[config.mk]
export PLATFORM = sky130hd
export DESIGN_NAME = float_vector_reduce_unit
export DESIGN_NICKNAME = d
export VERILOG_FILES = /design/src/fvr_pkg.sv /design/src/fvr_mul.sv /design/src/fvr_add.sv /design/src/float_vector_reduce_unit.sv
export SDC_FILE = /design/constraint.sdc
export NUM_CORES = 2
export LEC_CHECK = 0
export ABC_AREA = 1
export BUFFER_PORTS_ARGS = -buffer_cell sky130_fd_sc_hd__buf_2
export CAP_MARGIN = 10
export CORE_MARGIN = 3
export CORE_UTILIZATION = 60
export CTS_BUF_LIST = sky130_fd_sc_hd__clkbuf_16
export CTS_CLUSTER_DIAMETER = 30
export DETAILED_ROUTE_END_ITERATION = 16
export PLACE_DENSITY = 0.77
export SETUP_SLACK_MARGIN = 0.2
export SYNTH_ARGS = -nofsm -noshare
export SYNTH_HDL_FRONTEND = slang
export SYNTH_SLANG_ARGS = --single-unit
export TNS_END_PERCENT = 1
[constraint.sdc]
create_clock -name i_clk -period 23.6 [get_ports i_clk]
set_input_delay 1.18 -clock i_clk [delete_from_list [all_inputs] [get_ports i_clk]]
set_output_delay 1.18 -clock i_clk [all_outputs]
set_load 0.03 [all_outputs]
[src/fvr_pkg.sv]
// Shared types, constants and rounding helpers for the float vector reduce unit.
package fvr_pkg;

    typedef enum logic [1:0] {
        MODE_DOT      = 2'd0,
        MODE_SUM      = 2'd1,
        MODE_BF16_DOT = 2'd2,
        MODE_MAX      = 2'd3
    } t_mode;

    localparam logic [31:0] CANON_NAN  = 32'h7FC0_0000;
    localparam int unsigned BF16_SHIFT = 16;

    function automatic logic is_nan(input logic [31:0] v);
        return (v[30:23] == 8'hFF) && (v[22:0] != 23'd0);
    endfunction

    function automatic logic is_inf(input logic [31:0] v);
        return (v[30:23] == 8'hFF) && (v[22:0] == 23'd0);
    endfunction

    // sig[25] is the leading one, sig[0] a sticky bit; exp_b is the biased exponent.
    function automatic logic [31:0] round_pack(input logic sgn,
                                               input logic signed [10:0] exp_b,
                                               input logic [25:0] sig);
        logic [25:0] t;
        logic        lost;
        logic [7:0]  fld;
        logic [22:0] man;
        logic        inc;
        logic [10:0] sh;
        logic [30:0] mag;
        begin
            t    = sig;
            lost = 1'b0;
            fld  = 8'd0;
            sh   = 11'd0;
            if (exp_b >= 11'sd255) begin
                return {sgn, 8'hFF, 23'd0};
            end
            if (exp_b >= 11'sd1) begin
                fld = exp_b[7:0];
            end else begin
                // denormalize: shift right into the subnormal range
                sh = 11'(11'sd1 - exp_b);
                if (sh > 11'd26) begin
                    t    = 26'd0;
                    lost = |sig;
                end else begin
                    t    = sig >> sh[4:0];
                    lost = |(sig & ((26'd1 << sh[4:0]) - 26'd1));
                end
            end
            man = t[24:2];
            inc = t[1] & (t[0] | lost | man[0]);
            mag = {fld, man} + 31'(inc);
            return {sgn, mag};
        end
    endfunction

endpackage

[src/fvr_mul.sv]
// Binary32 multiplier, round to nearest even, NaN results canonical.
module fvr_mul (
    input  logic [31:0] i_x,
    input  logic [31:0] i_y,
    output logic [31:0] o_p
);

    function automatic logic [5:0] lzc48(input logic [47:0] v);
        logic [5:0] c;
        begin
            c = 6'd0;
            for (int i = 0; i < 48; i++) begin
                if (v[i]) c = 6'(47 - i);
            end
            return c;
        end
    endfunction

    logic        sgn;
    logic        x_zero, y_zero;
    logic [23:0] sx, sy;
    logic [8:0]  ex, ey;
    logic [47:0] prod, norm;
    logic [5:0]  lz;
    logic signed [10:0] e;

    always_comb begin
        sgn    = i_x[31] ^ i_y[31];
        x_zero = (i_x[30:0] == 31'd0);
        y_zero = (i_y[30:0] == 31'd0);
        sx     = {i_x[30:23] != 8'd0, i_x[22:0]};
        sy     = {i_y[30:23] != 8'd0, i_y[22:0]};
        ex     = (i_x[30:23] == 8'd0) ? 9'd1 : {1'b0, i_x[30:23]};
        ey     = (i_y[30:23] == 8'd0) ? 9'd1 : {1'b0, i_y[30:23]};
        prod   = 48'(sx) * 48'(sy);
        lz     = lzc48(prod);
        norm   = prod << lz;
        e      = 11'(11'(ex) + 11'(ey) - 11'd126 - 11'(lz));
        if (fvr_pkg::is_nan(i_x) || fvr_pkg::is_nan(i_y)
            || (fvr_pkg::is_inf(i_x) && y_zero) || (fvr_pkg::is_inf(i_y) && x_zero)) begin
            o_p = fvr_pkg::CANON_NAN;
        end else if (fvr_pkg::is_inf(i_x) || fvr_pkg::is_inf(i_y)) begin
            o_p = {sgn, 8'hFF, 23'd0};
        end else if (x_zero || y_zero) begin
            o_p = {sgn, 31'd0};
        end else begin
            o_p = fvr_pkg::round_pack(sgn, e, {norm[47:23], |norm[22:0]});
        end
    end

endmodule

[src/fvr_add.sv]
// Binary32 adder, round to nearest even, NaN results canonical.
module fvr_add (
    input  logic [31:0] i_x,
    input  logic [31:0] i_y,
    output logic [31:0] o_s
);

    function automatic logic [4:0] lzc28(input logic [27:0] v);
        logic [4:0] c;
        begin
            c = 5'd0;
            for (int i = 0; i < 28; i++) begin
                if (v[i]) c = 5'(27 - i);
            end
            return c;
        end
    endfunction

    logic [31:0] big, sml;
    logic [7:0]  eb, es, d;
    logic [26:0] lb, sm, al;
    logic [27:0] sum, norm;
    logic [4:0]  lz;
    logic signed [10:0] e;

    always_comb begin
        if (i_x[30:0] >= i_y[30:0]) begin
            big = i_x;
            sml = i_y;
        end else begin
            big = i_y;
            sml = i_x;
        end
        eb = (big[30:23] == 8'd0) ? 8'd1 : big[30:23];
        es = (sml[30:23] == 8'd0) ? 8'd1 : sml[30:23];
        d  = eb - es;
        lb = {big[30:23] != 8'd0, big[22:0], 3'b000};
        sm = {sml[30:23] != 8'd0, sml[22:0], 3'b000};
        if (d > 8'd26) begin
            al = 27'd1;
        end else begin
            al = (sm >> d[4:0]) | 27'(|(sm & ((27'd1 << d[4:0]) - 27'd1)));
        end
        if (big[31] == sml[31]) sum = {1'b0, lb} + {1'b0, al};
        else                    sum = {1'b0, lb} - {1'b0, al};
        lz   = lzc28(sum);
        norm = sum << lz;
        e    = 11'(11'(eb) + 11'd1 - 11'(lz));

        if (fvr_pkg::is_nan(i_x) || fvr_pkg::is_nan(i_y)
            || (fvr_pkg::is_inf(i_x) && fvr_pkg::is_inf(i_y) && (i_x[31] != i_y[31]))) begin
            o_s = fvr_pkg::CANON_NAN;
        end else if (fvr_pkg::is_inf(i_x)) begin
            o_s = i_x;
        end else if (fvr_pkg::is_inf(i_y)) begin
            o_s = i_y;
        end else if ((i_x[30:0] == 31'd0) && (i_y[30:0] == 31'd0)) begin
            o_s = {i_x[31] & i_y[31], 31'd0};
        end else if (i_x[30:0] == 31'd0) begin
            o_s = i_y;
        end else if (i_y[30:0] == 31'd0) begin
            o_s = i_x;
        end else if (sum == 28'd0) begin
            o_s = 32'd0;
        end else begin
            o_s = fvr_pkg::round_pack(big[31], e, {norm[27:3], |norm[2:0]});
        end
    end

endmodule

[src/float_vector_reduce_unit.sv]
// Top level of the float vector reduce unit: pipeline, accumulator and handshake.
//
// Reduces a stream of binary32 elements, one word per input handshake, with
// the reduction selected by the mode register (dot, sum, dot with bfloat16
// second operand, maximum). i_mode_we writes i_mode; write it only while idle.
// Input channel: i_in_valid / o_in_stall with a_value, b_value, b_half, last.
// Output channel: o_out_valid / i_out_stall with result, one word per vector,
// produced by the element marked last.
// Pipeline: input register, multiplier stage, then the add/max stage that
// updates the accumulator. A result word moves from the add stage into the
// output register. One element is accepted per cycle while the pipe is not
// stalled; the add/max feedback through the accumulator sets that rate.
// A stalled result sits in the output register; elements keep flowing until a
// second last element reaches the add stage, then the stall backs up the pipe.
// Reset clears all valids, sets mode 0 and arms a fresh vector.
module float_vector_reduce_unit (
    input  logic        i_clk,
    input  logic        i_rst_n,
    input  logic        i_mode_we,
    input  logic [1:0]  i_mode,
    input  logic        i_in_valid,
    output logic        o_in_stall,
    input  logic [31:0] i_a_value,
    input  logic [31:0] i_b_value,
    input  logic [15:0] i_b_half,
    input  logic        i_last,
    output logic        o_out_valid,
    input  logic        i_out_stall,
    output logic [31:0] o_result
);

    fvr_pkg::t_mode r_mode;

    logic           r_s1_v, r_s1_last;
    logic [31:0]    r_s1_a, r_s1_b;
    logic [15:0]    r_s1_half;
    fvr_pkg::t_mode r_s1_mode;

    logic           r_s2_v, r_s2_last;
    logic [31:0]    r_s2_term;
    fvr_pkg::t_mode r_s2_mode;

    logic [31:0]    r_acc;
    logic           r_first;
    logic           r_out_v;
    logic [31:0]    r_out;

    logic        out_free, s2_go, s2_free, s1_go, s1_free, in_acc;
    logic [31:0] mul_b, prod, term, add_base, sum, max_start, n_acc;
    logic        st_nan, tm_nan, st_ge;
    logic [31:0] k_st, k_tm;

    assign out_free = !r_out_v || !i_out_stall;
    assign s2_go    = r_s2_v && (!r_s2_last || out_free);
    assign s2_free  = !r_s2_v || s2_go;
    assign s1_go    = r_s1_v && s2_free;
    assign s1_free  = !r_s1_v || s1_go;
    assign in_acc   = i_in_valid && s1_free;

    assign o_in_stall  = !s1_free;
    assign o_out_valid = r_out_v;
    assign o_result    = r_out;

    // multiply stage
    assign mul_b = (r_s1_mode == fvr_pkg::MODE_BF16_DOT)
                 ? ({16'd0, r_s1_half} << fvr_pkg::BF16_SHIFT) : r_s1_b;

    fvr_mul u_mul (.i_x(r_s1_a), .i_y(mul_b), .o_p(prod));

    assign term = (r_s1_mode == fvr_pkg::MODE_DOT || r_s1_mode == fvr_pkg::MODE_BF16_DOT)
                ? prod : r_s1_a;

    // accumulate stage
    assign add_base = r_first ? 32'd0 : r_acc;

    fvr_add u_add (.i_x(add_base), .i_y(r_s2_term), .o_s(sum));

    assign max_start = r_first ? r_s2_term : r_acc;
    assign st_nan    = fvr_pkg::is_nan(max_start);
    assign tm_nan    = fvr_pkg::is_nan(r_s2_term);
    assign k_st      = max_start[31] ? ~max_start : (max_start | 32'h8000_0000);
    assign k_tm      = r_s2_term[31] ? ~r_s2_term : (r_s2_term | 32'h8000_0000);
    assign st_ge     = (k_st >= k_tm);

    always_comb begin
        if (r_s2_mode == fvr_pkg::MODE_MAX) begin
            if (st_nan && tm_nan) n_acc = fvr_pkg::CANON_NAN;
            else if (st_nan)      n_acc = r_s2_term;
            else if (tm_nan)      n_acc = max_start;
            else                  n_acc = st_ge ? max_start : r_s2_term;
        end else begin
            n_acc = sum;
        end
    end

    always_ff @(posedge i_clk) begin
        if (!i_rst_n) begin
            r_mode  <= fvr_pkg::MODE_DOT;
            r_s1_v  <= 1'b0;
            r_s2_v  <= 1'b0;
            r_out_v <= 1'b0;
            r_first <= 1'b1;
            r_acc   <= 32'd0;
        end else begin
            if (i_mode_we) r_mode <= fvr_pkg::t_mode'(i_mode);
            if (s1_free) r_s1_v <= i_in_valid;
            if (s2_free) r_s2_v <= s1_go;
            if (s2_go && r_s2_last) begin
                r_out_v <= 1'b1;
            end else if (out_free) begin
                r_out_v <= 1'b0;
            end
            if (s2_go) begin
                r_acc   <= n_acc;
                r_first <= r_s2_last;
            end
        end
    end

    always_ff @(posedge i_clk) begin
        if (in_acc) begin
            r_s1_a    <= i_a_value;
            r_s1_b    <= i_b_value;
            r_s1_half <= i_b_half;
            r_s1_last <= i_last;
            r_s1_mode <= r_mode;
        end
        if (s1_go) begin
            r_s2_term <= term;
            r_s2_last <= r_s1_last;
            r_s2_mode <= r_s1_mode;
        end
        if (s2_go && r_s2_last) r_out <= n_acc;
    end

endmodule

---- After elaboration in Yosys (flattened, before gate mapping) ----
Cells that the tools add are included.
cells by class
  add/subtract/negate cells ............... 15
  multipliers ............................. 1
  divide/modulo/power cells ............... 0
  $lt $le $gt $ge ......................... 9
  equal/unequal tests ..................... 9
  shift operators ......................... 8
  mux-type cells .......................... 169
  bitwise logic cells ..................... 14
  reductions and logical operators ........ 68
operators with widths
  operator                                            number
  two-way mux 32 bit                                  27
  two-way mux 25 bit                                  16
  two-way mux 6 bit                                   48
  two-way mux 8 bit                                   18
  two-way mux 5 bit                                   28
  logical NOT 31 bit                                  4
  nonzero test 23 bit                                 5
  logical NOT 23 bit                                  4
  NOT 32 bit                                          2
  adder 31 x 1 -> 31 bit                              2
  bitwise AND 26 bit                                  2
  OR reduction 26 bit                                 2
  << shifter 1 x 5 -> 26 bit, first input constant    2
  >> shifter 26 x 5 -> 25 bit                         2
  subtractor 26 x 1 -> 26 bit, second input constant  2
  multiplier 24 x 24 -> 48 bit                        1
  OR reduction 48 bit                                 1
  << shifter 48 x 6 -> 48 bit                         1
  == test 8 bit, second input constant                5
  >= comparator 32 bit                                1
  logical NOT 8 bit                                   4
  nonzero test 8 bit                                  4
  >= comparator 31 bit                                1
  two-way mux 1 bit                                   30
  other kinds (37)                                    81
storage, ports and cells
  flip-flop bits (word level) ............. 188
  bits in latches ......................... 0
  memory bits (writable) .................. 0
  ROM bits ................................ 0
  input bits .............................. 88
  output and inout bits ................... 34
  word-level logic and storage cells ...... 308
  memories kept ........................... 0

---- Longest topological paths before layout ----
  depth after elaboration ................. 73
  mapped depth ............................ 116
  depth with buffers taken out ............ 111

---- Modules after synthesis ----
A second synthesis with hierarchy kept.
second synthesis, totals
  cells, all modules ...................... 8,265
  area, all modules ....................... 51,998.6 um2
modules (own cells, without submodules)
  module                    times used  cells an instance  area each (um2)
  fvr_mul                   1           4,475              28,700.0
  fvr_add                   1           2,666              13,574.3
  float_vector_reduce_unit  1           1,124              9,724.3

---- Worst setup path after synthesis ----
OpenSTA, ideal clock, no wires.
  kind .................................... reg2reg
  start ................................... reg r_s1_mode[0]
  end ..................................... reg r_s2_term[30] (data pin)
  library setup time ...................... 0.254 ns
  data arrival time ....................... 13.886 ns
  required time ........................... 23.346 ns
  setup slack ............................. 9.459 ns
  stages on the path, launching flop included .. 77
  path buffers ............................ 7
  path through ............................ edfxtp_1 > clkbuf_1 > nor2_1 > inv_1 > clkbuf_1 > clkbuf_1 > o21ai_0 > inv_1 > nor4_1 > nand2_1 > inv_1 > buf_1 > nor2_1 > fa_1 > fa_1 > fa_1 > inv_1 > fa_1 > [41 not listed] > a21oi_1 > a2111oi_0 > nand2_1 > nor2_1 > inv_1 > nor2_1 > clkbuf_1 > nand2_1 > o21ai_0 > nand2_1 > nor2_1 > nand2_1 > nor2_1 > nand2_1 > nand2_1 > nand3_1 > nand2_1 > nand2_1
between the ends
  word-level cells in the longest chain between the ends .. 72
  elaborated cells between the ends (all ways) .. 114
ends and longest elaborated chain
  what                             RTL line                                                        RTL
  start: declaration               float_vector_reduce_unit.sv:37                                  fvr_pkg::t_mode r_s1_mode;
  start signal: assignment         float_vector_reduce_unit.sv:126                                 r_s1_mode <= r_mode;
  == test 2 bit                    float_vector_reduce_unit.sv:65, float_vector_reduce_unit.sv:70
  two-way mux 32 bit               float_vector_reduce_unit.sv:66                                  ? ({16'd0, r_s1_half} << fvr_pkg::BF16_SHIFT) : r_s1_b;
  multiplier 24 x 24 -> 48 bit     fvr_mul.sv:35                                                   prod = 48'(sx) * 48'(sy);
  two-way mux 6 bit (48 in a row)  fvr_mul.sv:13                                                   if (v[i]) c = 6'(47 - i);
  subtractor 11 x 6 -> 11 bit      fvr_mul.sv:38                                                   e = 11'(11'(ex) + 11'(ey) - 11'd126 - 11'(lz));
  subtractor 2 x 11 -> 11 bit      fvr_pkg.sv:45                                                   sh = 11'(11'sd1 - exp_b);
  << shifter 1 x 5 -> 26 bit       fvr_pkg.sv:51                                                   lost = |(sig & ((26'd1 << sh[4:0]) - 26'd1));
  subtractor 26 x 1 -> 26 bit      fvr_pkg.sv:51
  [10 not listed]                  n/a
  bitwise AND 1 bit                fvr_pkg.sv:55                                                   inc = t[1] & (t[0] | lost | man[0]);
  adder 31 x 1 -> 31 bit           fvr_pkg.sv:56                                                   mag = {fld, man} + 31'(inc);
  two-way mux 32 bit               fvr_pkg.sv:41                                                   if (exp_b >= 11'sd1) begin
  two-way mux 32 bit               fvr_mul.sv:44                                                   end else if (x_zero || y_zero) begin
  two-way mux 32 bit               fvr_mul.sv:42                                                   end else if (fvr_pkg::is_inf(i_x) || fvr_pkg::is_inf(i_y)) begin
  two-way mux 32 bit               fvr_mul.sv:39                                                   if (fvr_pkg::is_nan(i_x) || fvr_pkg::is_nan(i_y)
  two-way mux 32 bit *             float_vector_reduce_unit.sv:71                                  ? prod : r_s1_a;
  named net term[30]               float_vector_reduce_unit.sv:49                                  logic [31:0] mul_b, prod, term, add_base, sum, max_start, n_acc;
  end signal: assignment           float_vector_reduce_unit.sv:129                                 r_s2_term <= term;
  end: declaration                 float_vector_reduce_unit.sv:40                                  logic [31:0] r_s2_term;
The timed path passes the listed nets; every way through them passes the cells marked *. The select of a mux whose other input is x is not followed.
A chain may end at the register's enable or synchronous reset.

---- Worst setup path in the final report ----
  start ................................... reg r_first
  end ..................................... reg r_acc[7]
between the ends
  word-level cells in the longest chain between the ends .. 71
  elaborated cells between the ends (all ways) .. 131
ends and longest elaborated chain
  what                                         RTL line                         RTL
  start: declaration                           float_vector_reduce_unit.sv:44   logic r_first;
  start signal: assignment                     float_vector_reduce_unit.sv:115  r_first <= r_s2_last;
  two-way mux 32 bit                           float_vector_reduce_unit.sv:74   assign add_base = r_first ? 32'd0 : r_acc;
  >= comparator 31 bit                         fvr_add.sv:27                    if (i_x[30:0] >= i_y[30:0]) begin
  two-way mux 32 bit                           fvr_add.sv:27
  logical NOT 8 bit, on equally long branches  fvr_add.sv:34, fvr_add.sv:35
  two-way mux 8 bit, on equally long branches  fvr_add.sv:34, fvr_add.sv:35
  subtractor 8 bit                             fvr_add.sv:36                    d = eb - es;
  << shifter 1 x 5 -> 27 bit                   fvr_add.sv:42                    al = (sm >> d[4:0]) | 27'(|(sm & ((27'd1 << d[4:0]) - 27'd1)));
  subtractor 27 x 1 -> 27 bit                  fvr_add.sv:42
  [55 not listed]                              n/a
  two-way mux 32 bit                           fvr_add.sv:63                    end else if (sum == 28'd0) begin
  two-way mux 32 bit                           fvr_add.sv:61                    end else if (i_y[30:0] == 31'd0) begin
  two-way mux 32 bit                           fvr_add.sv:59                    end else if (i_x[30:0] == 31'd0) begin
  two-way mux 32 bit                           fvr_add.sv:57                    end else if ((i_x[30:0] == 31'd0) && (i_y[30:0] == 31'd0)) begin
  two-way mux 32 bit                           fvr_add.sv:55                    end else if (fvr_pkg::is_inf(i_y)) begin
  two-way mux 32 bit                           fvr_add.sv:53                    end else if (fvr_pkg::is_inf(i_x)) begin
  two-way mux 32 bit                           fvr_add.sv:50                    if (fvr_pkg::is_nan(i_x) || fvr_pkg::is_nan(i_y)
  two-way mux 32 bit *                         float_vector_reduce_unit.sv:86   if (r_s2_mode == fvr_pkg::MODE_MAX) begin
  end signal: assignment                       float_vector_reduce_unit.sv:114  r_acc <= n_acc;
  end: declaration                             float_vector_reduce_unit.sv:43   logic [31:0] r_acc;
Every way passes the cells marked *; elsewhere a longest branch is shown, timed or not. The select of a mux whose other input is x is not followed.

==> flow_summary_export.csv <==
group,metric,value,unit
synthesis,synth-simple-area-share,0.345,
place,dp_slack,4560,ps
route,ant_nets,0,
synthesis,ys_async_sr_fraction,0,
worst_setup_path,endpoint_kind,"register",
synthesis,postSynthAreaPerCell,6.48,um^2
clock_network,cts_hold_buf,0,
layout,final_nets,8115,
synthesis,ys_seq_elements,188,
clock_network,cts_tree,"yes",
timing,min_period_over_period,0.835,
synthesis,synth_top_family_by_area,"simple AND/OR/NAND/NOR gates",
job,cap_violations,0,
floorplanning,ioPinCount,122,
floorplanning,core,77800,um^2
layout,fill_cells,7143,
timing,timing.setup.tns,0,ps
layout,register_area,5270,um^2
synthesis,synth_area,47400,um^2
route,via_per_inst,6.14,
synthesis,syn_nets,8211,
timing,relSlewSlack,0.217,
synthesis,synth_top_area_frac,0.206,
worst_setup_path,worstSetupPathType,"register to register",
timing,worst_slack,3890,ps
timing,grt_setup_unrepaired,"false",
clock_network,post-cts-setup-buffers,0,
synthesis,synth_xor_area_frac,0.0309,
global_route,grt.total_usage,0.424,
place,port_buffers,121,
route,wirelength,175000,um
synthesis,synth_fa_ha_area_frac,0.290,
timing,max_slew.worst_pin.slew,1170,ps
route,drt_pass1_iterations,10,
synthesis,yosysUniqueCellTypes,76,
worst_setup_path,path_buf_inv,21,
global_route,antenna_found_initial,2,
synthesis,synth_compound_area_frac,0.0963,
timing,setup_viol,0,
clock_network,clock_path_buffers,2,
floorplanning,start_util,0.609,
timing,hold_viol,0,
global_route,grt_first_pass_wirelength,272000,um
route,drt-initial-drc-count,5997,
run_status,status,"finished clean",
layout,multi_input_area,36300,um^2
clock_network,clkSinkCount,188,
floorplanning,die_area,82400,um^2
synthesis,synthCells,7315,
layout,design_area,49200,um^2
floorplanning,rows,102,
layout,area_delta_synth_final,3.87,%
synthesis,synth-edff-count,150,
clock_network,worst_skew_pair.late_latency,520,ps
place,post_dp_cell_area,48700,um^2
synthesis,synth_ff_type,"edfxtp_1",
clock_network,cts_made_buffers,17,
synthesis,synth-seq-area-share,0.111,
layout,final_cell_mix,"nand2_1, inv_1, nor2_1",
min_path,hold_class,"register to register",
synthesis,synth_top_cells_by_area,"fa_1, nand2_1, nand3_1, edfxtp_1, inv_1",
worst_setup_path,cpLargestDelayFamily,"simple AND/OR/NAND/NOR gates",
layout,utilization,0.632,
worst_setup_path,cp_slowest_stage_delay,640,ps
timing,clock_skew,25.9,ps
worst_setup_path,cp_max_fo,88,
global_route,grt_max_degree,89,
floorplanning,die_h,287,um
route,wl_per_cell,21.2,um
timing,slew_viol_final,0,
worst_setup_path,crit_required,24050,ps
place,place_congestion,1.15,
layout,drive_above_1_share,0.0531,
place,hpwl,137000,um
global_route,grt_overflow,0,
route,drc,0,
synthesis,synthMuxAreaShare,0.00148,
worst_setup_path,crit_path_start_kind,"register",
clock_network,htree_num_levels,4,
synthesis,synth_warnings,0,
layout,final_common_cell,"nand2_1",
clock_network,clk_pin_slew_worst_paths,80,ps
route,vias,50800,
clock_network,root_buffer,"clkbuf_16",
timing,timing.final.crit_period,19710,ps
synthesis,yosysTopAreaCell,"fa_1",
worst_setup_path,cpMaxStageDelayCell,"nand2_4",
clock_network,ctsResizeCount,0,
timing,clock.fmax,0.0507,GHz
worst_setup_path,arrival,20150,ps
global_route,grt_pass1_vias,50500,
floorplanning,die_x,287,um
Yosys cell counts, types with 18 or more instances:
master / number
fa_1: 487
nand2_1: 1604
edfxtp_1: 150
clkbuf_1: 220
o21ai_0: 215
xor2_1: 108
dfxtp_1: 38
o211ai_1: 46
nor2_1: 985
inv_2: 26
xnor2_1: 59
nor3_1: 60
o21ai_1: 57
nor2_2: 18
ha_1: 321
a21oi_1: 344
clkinv_1: 22
nand4_1: 111
nor4_1: 41
buf_2: 70
nand2_2: 24
inv_1: 1134
buf_1: 29
nand3_1: 914
path summary, 6_finish.rpt:
check / from / depth (start not counted) / slack [ps] / endpoint
setup reg to reg: r_first / 91 / 3890 / r_acc[7]
hold reg to reg: r_s1_last / 0 / 430 / r_s2_last
setup / recovery: r_first / 91 / 3890 / r_acc[7]
hold / removal: r_s1_last / 0 / 430 / r_s2_last
sequential cells by signal, summed over array words and instances, names as in the netlist:
| signal | count |
|---|---|
| r_s2_mode | 2 |
| r_acc | 32 |
| r_s1_b | 32 |
| r_mode | 2 |
| r_s1_half | 16 |
| r_s2_term | 32 |
| r_s1_mode | 2 |
| o_out_valid | 1 |
| r_s1_last | 1 |
| r_s2_last | 1 |
| r_s2_v | 1 |
| r_s1_a | 32 |
| r_first | 1 |
| o_result | 32 |
| r_s1_v | 1 |
through the flow:
step                hold WS (ps)  instances
finish                       429       8273
global route                 437       8272
CTS                          431       8272
detailed placement           415       8240
global placement             404       8240
floorplan                    400       7315
metal layers:
metal  vias up  wire [um]  global-route usage
li1      23100          -                   -
met1     23700      62500               0.501
met2      3165      79900               0.684
met3       845      18700              0.0948
met4         2      14300               0.301
met5         -         13                   0
area by class of cell:
| class | instances | share of cell area |
|---|---|---|
| multi-input cells | 5605 | 0.737 |
| flip-flops and latches | 188 | 0.107 |
| inverters | 1185 | 0.0905 |
| repair buffers | 222 | 0.0277 |
| well taps | 1040 | 0.0264 |
| clock buffers | 17 | 0.00864 |
| clock inverters | 15 | 0.00264 |
| diodes | 1 | 0.0000508 |
kinds of logic after synthesis:
kind of cell / Yosys count
fa+ha+maj: 808
xor+xnor: 167
mux: 7
flops: 188
simple gates: 3821
compound gates: 802
buf+inv: 1522
Power is not shown: default switching activity piles up to over one toggle a cycle in this logic, so the estimate is an artifact.
